File: src/design/dedup_slot_work_scheduler_defines.svh
// Assertion macros shared by the scheduler RTL.
// No dependencies; included by files that carry concurrent assertions.
`ifndef DEDUP_SLOT_WORK_SCHEDULER_DEFINES_SVH
`define DEDUP_SLOT_WORK_SCHEDULER_DEFINES_SVH

// Implication checked on every rising clock edge outside reset.
`define DSWS_ASSERT_IMP(label, clk, rst_n, ante, cons) \
    label: assert property (@(posedge clk) disable iff (!rst_n) (ante) |-> (cons)) \
        else $error("assertion failed");

// Implication whose consequent is checked in the cycle after the antecedent.
`define DSWS_ASSERT_NEXT(label, clk, rst_n, ante, cons) \
    label: assert property (@(posedge clk) disable iff (!rst_n) (ante) |=> (cons)) \
        else $error("assertion failed");

`endif

File: src/design/dsws_pkg.sv
// Package for the deduplicating slot work scheduler.
// Holds shared constants, codes and the controller/datapath command types.
package dsws_pkg;

    localparam int DEF_SLOTS = 8;
    localparam int MAX_RESULTS = 8;
    localparam logic [15:0] DEF_TIMEOUT = 16'd3000;

    localparam logic [2:0] OP_ENQ = 3'd0;
    localparam logic [2:0] OP_DISP = 3'd1;
    localparam logic [2:0] OP_FIN = 3'd2;
    localparam logic [2:0] OP_DRAIN = 3'd3;
    localparam logic [2:0] OP_CLEAR = 3'd4;

    localparam logic [1:0] ST_EMPTY = 2'd0;
    localparam logic [1:0] ST_QUEUED = 2'd1;
    localparam logic [1:0] ST_RUNNING = 2'd2;
    localparam logic [1:0] ST_COMPLETE = 2'd3;

    localparam logic [3:0] RS_QUEUED = 4'd0;
    localparam logic [3:0] RS_DUP = 4'd1;
    localparam logic [3:0] RS_BUSY = 4'd2;
    localparam logic [3:0] RS_INVALID = 4'd3;
    localparam logic [3:0] RS_DISPATCHED = 4'd4;
    localparam logic [3:0] RS_EXPIRED = 4'd5;
    localparam logic [3:0] RS_NONE = 4'd6;
    localparam logic [3:0] RS_COMPLETION = 4'd7;
    localparam logic [3:0] RS_NO_COMP = 4'd8;
    localparam logic [3:0] RS_FINISHED = 4'd9;
    localparam logic [3:0] RS_IGNORED = 4'd10;

    typedef struct packed {
        logic [3:0]  status;
        logic [2:0]  slot_index;
        logic [15:0] work_out;
        logic [7:0]  status_out;
        logic        timed_out;
        logic [15:0] remaining_ms;
        logic        last;
    } result_t;

    typedef struct packed {
        logic [2:0]  operation;
        logic [15:0] work_id;
        logic [2:0]  slot_sel;
        logic [7:0]  run_status;
        logic [31:0] now_ms;
    } item_t;

    // Controller commands to the datapath.
    typedef struct packed {
        logic load;       // capture the input item
        logic scan_start; // restart the scan counter
        logic scan_step;  // evaluate the current scan slot
        logic enq_dup;    // duplicate scan of the enqueue id
        logic enq_free;   // lowest-empty scan of the enqueue id
        logic disp;       // round-robin dispatch scan
        logic drain;      // completed-slot scan
        logic requeue;    // pick next requeue id
        logic fin;        // finish
        logic clear;      // clear all slots
    } cmd_t;

    // Datapath status to the controller.
    typedef struct packed {
        logic       hit;       // scan step found its slot, result pending
        logic       scan_done; // scan counter at its final slot
        logic       rq_avail;  // requeue id waiting
        logic       rq_more;   // another requeue id after the current one
        logic       any_drained;
        logic       drain_last; // this drain hit is the last result of the drain
    } stat_t;

endpackage

File: src/design/dsws_ctrl.sv
// Controller state machine of the slot scheduler.
// Uses dsws_pkg and the defines header; commands dsws_datapath.
`include "dedup_slot_work_scheduler_defines.svh"
module dsws_ctrl (
    input  logic                clk,
    input  logic                rst_n,
    input  logic                in_valid,
    output logic                in_ready,
    input  logic [2:0]          in_op,
    input  logic [15:0]         in_id,
    input  dsws_pkg::stat_t     stat,
    input  dsws_pkg::result_t   res,
    output dsws_pkg::cmd_t      cmd,
    output logic                out_valid,
    input  logic                out_ready,
    output dsws_pkg::result_t   out_res
);
    import dsws_pkg::*;

    typedef enum logic [8:0] {
        S_IDLE   = 9'b000000001,
        S_DUP    = 9'b000000010,
        S_FREE   = 9'b000000100,
        S_DISP   = 9'b000001000,
        S_FIN    = 9'b000010000,
        S_DRAIN  = 9'b000100000,
        S_RQDUP  = 9'b001000000,
        S_RQFREE = 9'b010000000,
        S_WAIT   = 9'b100000000
    } state_t;

    state_t state_reg, state_next, ret_reg, ret_next;
    logic   pend_reg, pend_next;
    result_t pres_reg, pres_next;
    logic   ovalid_reg, ovalid_next;
    result_t ores_reg, ores_next;
    logic   emit;
    logic   accept;

    assign accept = in_valid && in_ready;
    assign in_ready = (state_reg == S_IDLE);

    always_comb
    begin
        cmd = '0;
        state_next = state_reg;
        ret_next = ret_reg;
        pend_next = pend_reg;
        pres_next = pres_reg;
        emit = 1'b0;
        unique case (state_reg)
            S_IDLE:
            begin
                if (accept)
                begin
                    cmd.load = 1'b1;
                    cmd.scan_start = 1'b1;
                    priority if (in_op == OP_ENQ && in_id == 16'd0)
                    begin
                        state_next = S_WAIT;
                        ret_next = S_IDLE;
                        pend_next = 1'b1;
                        pres_next = '0;
                        pres_next.status = RS_INVALID;
                        pres_next.last = 1'b1;
                    end
                    else if (in_op == OP_ENQ)
                        state_next = S_DUP;
                    else if (in_op == OP_DISP)
                        state_next = S_DISP;
                    else if (in_op == OP_FIN)
                        state_next = S_FIN;
                    else if (in_op == OP_DRAIN)
                        state_next = S_DRAIN;
                    else if (in_op == OP_CLEAR)
                        cmd.clear = 1'b1;
                end
            end
            S_DUP, S_RQDUP:
            begin
                cmd.scan_step = 1'b1;
                cmd.enq_dup = 1'b1;
                cmd.requeue = (state_reg == S_RQDUP);
                if (stat.hit)
                begin
                    cmd.scan_start = 1'b1;
                    if (state_reg == S_DUP)
                    begin
                        emit = 1'b1;
                        pres_next = res;
                        pres_next.last = 1'b1;
                        ret_next = S_IDLE;
                        state_next = S_WAIT;
                    end
                    else
                        state_next = stat.rq_more ? S_RQDUP : S_IDLE;
                end
                else if (stat.scan_done)
                begin
                    cmd.scan_start = 1'b1;
                    state_next = (state_reg == S_DUP) ? S_FREE : S_RQFREE;
                end
            end
            S_FREE, S_RQFREE:
            begin
                cmd.scan_step = 1'b1;
                cmd.enq_free = 1'b1;
                cmd.requeue = (state_reg == S_RQFREE);
                if (stat.hit || stat.scan_done)
                begin
                    cmd.scan_start = 1'b1;
                    if (state_reg == S_FREE)
                    begin
                        emit = 1'b1;
                        pres_next = res;
                        pres_next.last = 1'b1;
                        ret_next = S_IDLE;
                        state_next = S_WAIT;
                    end
                    else
                    begin
                        state_next = S_IDLE;
                        if (stat.hit && stat.rq_more)
                            state_next = S_RQDUP;
                    end
                end
            end
            S_DISP:
            begin
                cmd.scan_step = 1'b1;
                cmd.disp = 1'b1;
                if (stat.hit || stat.scan_done)
                begin
                    emit = 1'b1;
                    pres_next = res;
                    pres_next.last = 1'b1;
                    ret_next = S_IDLE;
                    state_next = S_WAIT;
                end
            end
            S_FIN:
            begin
                cmd.fin = 1'b1;
                emit = 1'b1;
                pres_next = res;
                pres_next.last = 1'b1;
                ret_next = S_IDLE;
                state_next = S_WAIT;
            end
            S_DRAIN:
            begin
                if (pend_reg)
                begin
                    if (!ovalid_reg || out_ready)
                        pend_next = 1'b0;
                end
                else
                begin
                    cmd.scan_step = 1'b1;
                    cmd.drain = 1'b1;
                    if (stat.hit)
                    begin
                        pend_next = 1'b1;
                        pres_next = res;
                        pres_next.last = stat.drain_last;
                    end
                    if ((stat.hit && stat.drain_last) || (!stat.hit && stat.scan_done))
                    begin
                        cmd.scan_start = 1'b1;
                        if (!stat.hit && !stat.any_drained)
                        begin
                            pend_next = 1'b1;
                            pres_next = res;
                            pres_next.last = 1'b1;
                        end
                        state_next = S_WAIT;
                        ret_next = S_RQDUP;
                    end
                end
            end
            S_WAIT:
            begin
                if (!pend_reg)
                begin
                    if (ret_reg == S_RQDUP && !stat.rq_avail)
                        state_next = S_IDLE;
                    else
                        state_next = ret_reg;
                end
                else if (!ovalid_reg || out_ready)
                    pend_next = 1'b0;
            end
            default:
                state_next = S_IDLE;
        endcase
        if (emit)
            pend_next = 1'b1;
    end

    always_comb
    begin
        ovalid_next = ovalid_reg;
        ores_next = ores_reg;
        if (ovalid_reg && out_ready)
            ovalid_next = 1'b0;
        if (pend_reg && (!ovalid_reg || out_ready))
        begin
            ovalid_next = 1'b1;
            ores_next = pres_reg;
        end
    end

    always_ff @(posedge clk or negedge rst_n)
    begin
        if (!rst_n)
        begin
            state_reg <= S_IDLE;
            ret_reg <= S_IDLE;
            pend_reg <= 1'b0;
            ovalid_reg <= 1'b0;
        end
        else
        begin
            state_reg <= state_next;
            ret_reg <= ret_next;
            pend_reg <= pend_next;
            ovalid_reg <= ovalid_next;
        end
    end

    always_ff @(posedge clk)
    begin
        pres_reg <= pres_next;
        ores_reg <= ores_next;
    end

    assign out_valid = ovalid_reg;
    assign out_res = ores_reg;

    `DSWS_ASSERT_IMP(a_ready_idle, clk, rst_n, in_ready, !pend_reg)
    `DSWS_ASSERT_NEXT(a_hold, clk, rst_n, out_valid && !out_ready, out_valid && $stable(out_res))
    `DSWS_ASSERT_IMP(a_status_range, clk, rst_n, out_valid, out_res.status <= RS_IGNORED)
endmodule

File: config.mk
export PLATFORM = sky130hd
export DESIGN_NAME = dsws_ctrl
export DESIGN_NICKNAME = d
export VERILOG_FILES = /design/src/design/dsws_pkg.sv /design/src/design/dsws_ctrl.sv
export VERILOG_INCLUDE_DIRS = /design/src /design/src/design
export SDC_FILE = /design/constraint.sdc
export NUM_CORES = 1
export LEC_CHECK = 0
export ABC_AREA = 1
export BUFFER_PORTS_ARGS = -buffer_cell sky130_fd_sc_hd__clkbuf_2
export CAP_MARGIN = 20
export CELL_PAD_IN_SITES_DETAIL_PLACEMENT = 0
export CELL_PAD_IN_SITES_GLOBAL_PLACEMENT = 2
export CORE_MARGIN = 10
export CORE_UTILIZATION = 35
export DETAILED_ROUTE_END_ITERATION = 12
export HOLD_SLACK_MARGIN = 0.02
export PLACE_DENSITY_LB_ADDON = 0.1
export SKIP_CTS_REPAIR_TIMING = 1
export SLEW_MARGIN = 20
export SYNTH_ARGS = -nofsm -noshare
export SYNTH_HDL_FRONTEND = slang
export SYNTH_SLANG_ARGS = --single-unit
File: constraint.sdc
create_clock -name clk -period 8.35 [get_ports clk]
set_input_delay 1.67 -clock clk [delete_from_list [all_inputs] [get_ports clk]]
set_output_delay 1.67 -clock clk [all_outputs]
set_load 0.005 [all_outputs]
; ---- Word level (Yosys, flattened, before mapping)
; Index checks and enable logic that the tools add are counted.
[totals]
ramBits = 0
latch_bits = 0
in_bits = 78
reg_bits = 118
out_inout_bits = 61
n_memories = 0
rom_bits = 0
wordCells = 157
[classes]
mul = 0
n_div = 0
bitwise_logic = 0
eq_ne = 28
shift = 0
magnitude_cmp = 0
mux = 83
reduce_logical = 28
addsub = 0
[op_table]
columns = operator, count
row1 = $mux W49, 11
row2 = $pmux W49 S6, 1
row3 = $mux W9, 25
row4 = $pmux W9 S7, 1
row5 = $pmux W9 S6, 1
row6 = $mux W1, 34
row7 = $eq A9 B7 Y1 const B, 2
row8 = $logic_not A16 Y1, 1
row9 = $ne A2 B2 Y1 const B, 8
row10 = $mux W7, 2
row11 = $reduce_and A10 Y1, 1
row12 = $eq A9 B1 Y1 const B, 1
row13 = $eq A9 B2 Y1 const B, 1
row14 = $eq A9 B3 Y1 const B, 1
row15 = $eq A9 B4 Y1 const B, 1
row16 = $eq A9 B5 Y1 const B, 1
row17 = $eq A9 B6 Y1 const B, 1
row18 = $eq A9 B8 Y1 const B, 1
row19 = $eq A9 B9 Y1 const B, 1
row20 = $logic_and A1 B1 Y1, 9
row21 = $reduce_and A9 Y1, 1
row22 = $mux W8, 1
row23 = $pmux W1 S4, 2
row24 = $reduce_and A8 Y1, 1
row25 = other kinds (19), 30

; ---- Logic depth before layout (Yosys ltp)
[logic_depth]
depth_word = 9
ltp_mapped = 13
depth_no_buf = 12

; ---- Worst setup path before layout
; OpenSTA, ideal clock, no wires.
[synth_timing]
path_kind = input to register
start = input in_id[0]
end = register pres_reg[0] (netlist name) (enable)
n_path_buf = 0
path_slack_ns = 4.477
t_required_ns = 7.938
cell_stages = 8
arrival_ns = 3.461
path_cell_list = nor2_1 -> nand2_1 -> nor2_1 -> nand2_1 -> nor2_1 -> nand2_1 -> nand3b_1 -> and3b_1
[synth_between]
elab_chain_len = 4
[synth_lines]
columns = element, line_no
row1 = "start, declared", dsws_ctrl.sv:10  ; input logic [15:0] in_id,
row2 = $logic_not A16 Y1, dsws_ctrl.sv:58  ; priority if (in_op == OP_ENQ && in_id == 16'd0)
row3 = $logic_and A1 B1 Y1, dsws_ctrl.sv:58
row4 = $ne A2 B1 Y1 (no line), --
row5 = $reduce_and A9 Y1 (no line), --
row6 = "end signal, assigned", dsws_ctrl.sv:233  ; pres_reg <= pres_next;
row7 = "end, declared", dsws_ctrl.sv:34  ; result_t pres_reg, pres_next;
; Every way passes these cells.
; A chain may end at the register's enable or synchronous reset.

==> flow_summary.rst <==
.. list-table::
   :header-rows: 1

   * - Metric
     - Value
   * - Result of the run
     - complete, no violations
   * - Shortest clock period the worst path allows after layout
     - 4.18 ns
   * - Leakage power of the design
     - 2.92 nW
   * - Count of standard-cell rows
     - 44
   * - Signed area change from the synthesized netlist to the final layout
     - 21.2%
   * - Mean instance size in the synthesized netlist
     - 10.6 um2
   * - Slowest Stage Delay on Critical Path
     - 0.35 ns
   * - Number of antenna violations at the first check in global routing
     - 0
   * - Required time of the critical path
     - roughly 6.7 ns
   * - Top post-synthesis cells by count
     - nand2_1, edfxtp_1, o21ai_0
   * - Post-synthesis register bit count
     - 111
   * - Nets in the synthesized netlist
     - 566
   * - Unrepaired setup endpoints after global routing
     - false
   * - Path class of the lowest-slack min-delay path
     - register to register
   * - Final period util
     - 50.1%
   * - Share of synthesized area occupied by flip-flops and latches
     - about 63%
   * - Number of remaining DRC errors
     - 0
   * - Detailed-route wire length
     - 13,300 um
   * - Crit Path Class
     - primary input to output port
   * - Total die area
     - 20,100 um2
   * - H-tree levels
     - 3
   * - Routed via count
     - 3,812
   * - Sequence of cells on the critical path
     - clkbuf_2 -> nor2_1 -> o221ai_1 -> clkbuf_2
   * - Maximum number of pins on one net before global-route repair
     - 50
   * - Fraction of registers with async set or reset after synthesis
     - a little under an eighth
   * - Number of buffers added by the clock tree synthesis step
     - 9
   * - Via/cell ratio
     - 4.69
   * - Worst slew pin tran
     - 0.902 ns
   * - Yosys warning total
     - 0
   * - Worst Setup Start Kind
     - primary input
   * - Endpoint kind of the worst setup timing path
     - output port
   * - Number of buffers on the longest clock path
     - 2
   * - Netlist area before placement
     - 5180 um2
   * - Crit path max fanout
     - 7
   * - Normalized max-slew margin
     - 39.8%
   * - Post-synthesis instance total
     - 488
   * - Die H
     - 142 um
   * - Fraction of synthesized cell area taken by the top area cell type
     - 56.8%
   * - Die boundary width
     - 142 um
   * - First-pass GRT wire length
     - approximately 21,000 um
   * - Ys flop type
     - edfxtp_1
   * - EDFF count, synth
     - 98
   * - Cell repeated most along the worst path
     - clkbuf_2
   * - Overall global routing resource usage
     - 13.3%
   * - Critical path's slowest cell
     - nor2_1
   * - Iteration-0 DRC Markers
     - 261
   * - Via count of the first global-routing pass
     - 4,084
   * - Total core area
     - 14,500 um2
   * - Clock root buffer
     - clkbuf_16
   * - Total Negative Setup Slacks
     - 0 ns
   * - Worst-case vdd ir drop
     - 0.106 mV
   * - Fin nets
     - 701
   * - Fmax
     - 239 MHz
   * - Global-route congestion overflow total
     - 0
   * - Worst hold slack across all endpoints
     - 0.450 ns
   * - Clock tree from TritonCTS
     - built
   * - Cell taking the most area after synthesis
     - edfxtp_1
   * - Count of endpoints failing hold in the final timing report
     - 0
   * - Number of fillers in the final layout
     - 1,459
   * - Clk Latency, worst-skew pair
     - 0.35 ns
   * - Pwr per Cell Area
     - 303 nW/um2
   * - Average wire length per cell after detail routing
     - 16.4 um
   * - Post-detailed-route count of antenna-violating nets
     - 0
   * - Effective utilization at floorplan
     - 35.7%
   * - Diode count
     - 0
   * - Clock sink count
     - 111
   * - Worst setup skew after layout
     - 0.00844 ns
   * - I/O pin count
     - ~140
   * - Data arrival at the endpoint of the critical path
     - roughly 2.5 ns
   * - Fraction of layout cells with a size suffix above 1
     - 35.5%
   * - Worst-path clk slew
     - around 0.070 ns
   * - Last weighted congestion value of the routability-driven placer
     - 0.809
   * - Cell with the most instances after synthesis
     - nand2_1
   * - Post-DP HPWL
     - 9530 um
   * - PortBufs
     - between 100 and 150
   * - Max_cap viols
     - 0
   * - Number of optimization iterations in the first detailed-route pass
     - 6
   * - Count of cell types in the netlist
     - 36
   * - Setup violations, final
     - 0
   * - Largest cells by area after synthesis
     - edfxtp_1, nand2_1, dfrtp_1
   * - Final Max Tran Viols
     - 0
[placed cells by master (no fill, tap or decap), types with 4 or more instances in the layout]
master     instances
nand3_2           12
nor2_1            30
dfrtp_1           11
nand2_1          154
o21ai_0           35
nor2_4             9
inv_1             33
o21ai_2            4
a21oi_1            5
nand3_1           27
clkbuf_2         137
edfxtp_1          98
nand2_4            6
inv_2              6
clkbuf_16          9
nand2_2           20
[final timing paths]
path                                    from      endpoint  slack [ns]  cells after the start
worst max-delay path                 stat[5]        cmd[8]        4.17                      4
worst min-delay path            pres_reg[31]   out_res[31]        0.45                      0
worst min register to register  pres_reg[31]   out_res[31]        0.45                      0
worst max register to register  state_reg[2]  pres_reg[47]        5.86                      9
min in group asynchronous              rst_n  state_reg[1]        1.22                      1
max in group asynchronous              rst_n    ret_reg[0]        6.81                      1
[final cells by class]
type	instances	area, um2	area share (%)
well taps	184	230	3.66
flip-flops and latches	111	3270	52.1
clock inverters	6	45.0	0.717
multi-input cells	321	1630	25.9
inverters	40	151	2.41
repair buffers	140	728	11.6
clock buffers	10	229	3.64
[per-layer routing]
metal	global-route usage, %	part of all wire [%]	vias up
met3	4.81	7.3	13
li1	-	-	1897
met5	0	0	-
met4	3.77	1.4	0
met2	21.0	45	129
met1	16.7	46	1773
[critical path, delay by kind of cell]
family	cells	cell delay (ns)
buffers and inverters	2	0.30
AND/OR/NAND/NOR	1	0.35
AO/OA/AOI/OAI	1	0.19
[per-stage QoR]
stage	setup slack (ns)	total power, mW	cells	util (%)	cell area (um2)
after global placement	4.15	1.51	795	41.2	5980
final	4.17	1.90	812	43.2	6280
after detailed placement	4.16	1.53	796	41.3	6010
after CTS	4.15	1.94	812	43.2	6280
after floorplan	4.48	1.28	488	-	5180
after global routing	4.10	2.04	812	43.2	6280
[power by group]
part / internal, mW / switching [mW] / leakage [nW]
Sequential: 0.844 / 0.0708 / 1.09
Combinational: 0.189 / 0.392 / 1.69
Clock: 0.206 / 0.203 / 0.138
[cells by family (layout without fill, tap and decap cells)]
kind of cell | count (synthesis) | count (layout) | share of synthesized area (%)
AOI/OAI and AO/OA | 46 | 46 | 4.85
and+or+nand+nor | 275 | 275 | 26.5
DFF | 111 | 111 | 63.1
buffers and inverters | 56 | 196 | 5.60
No activity file was read; power rests on OpenSTA's default activity.
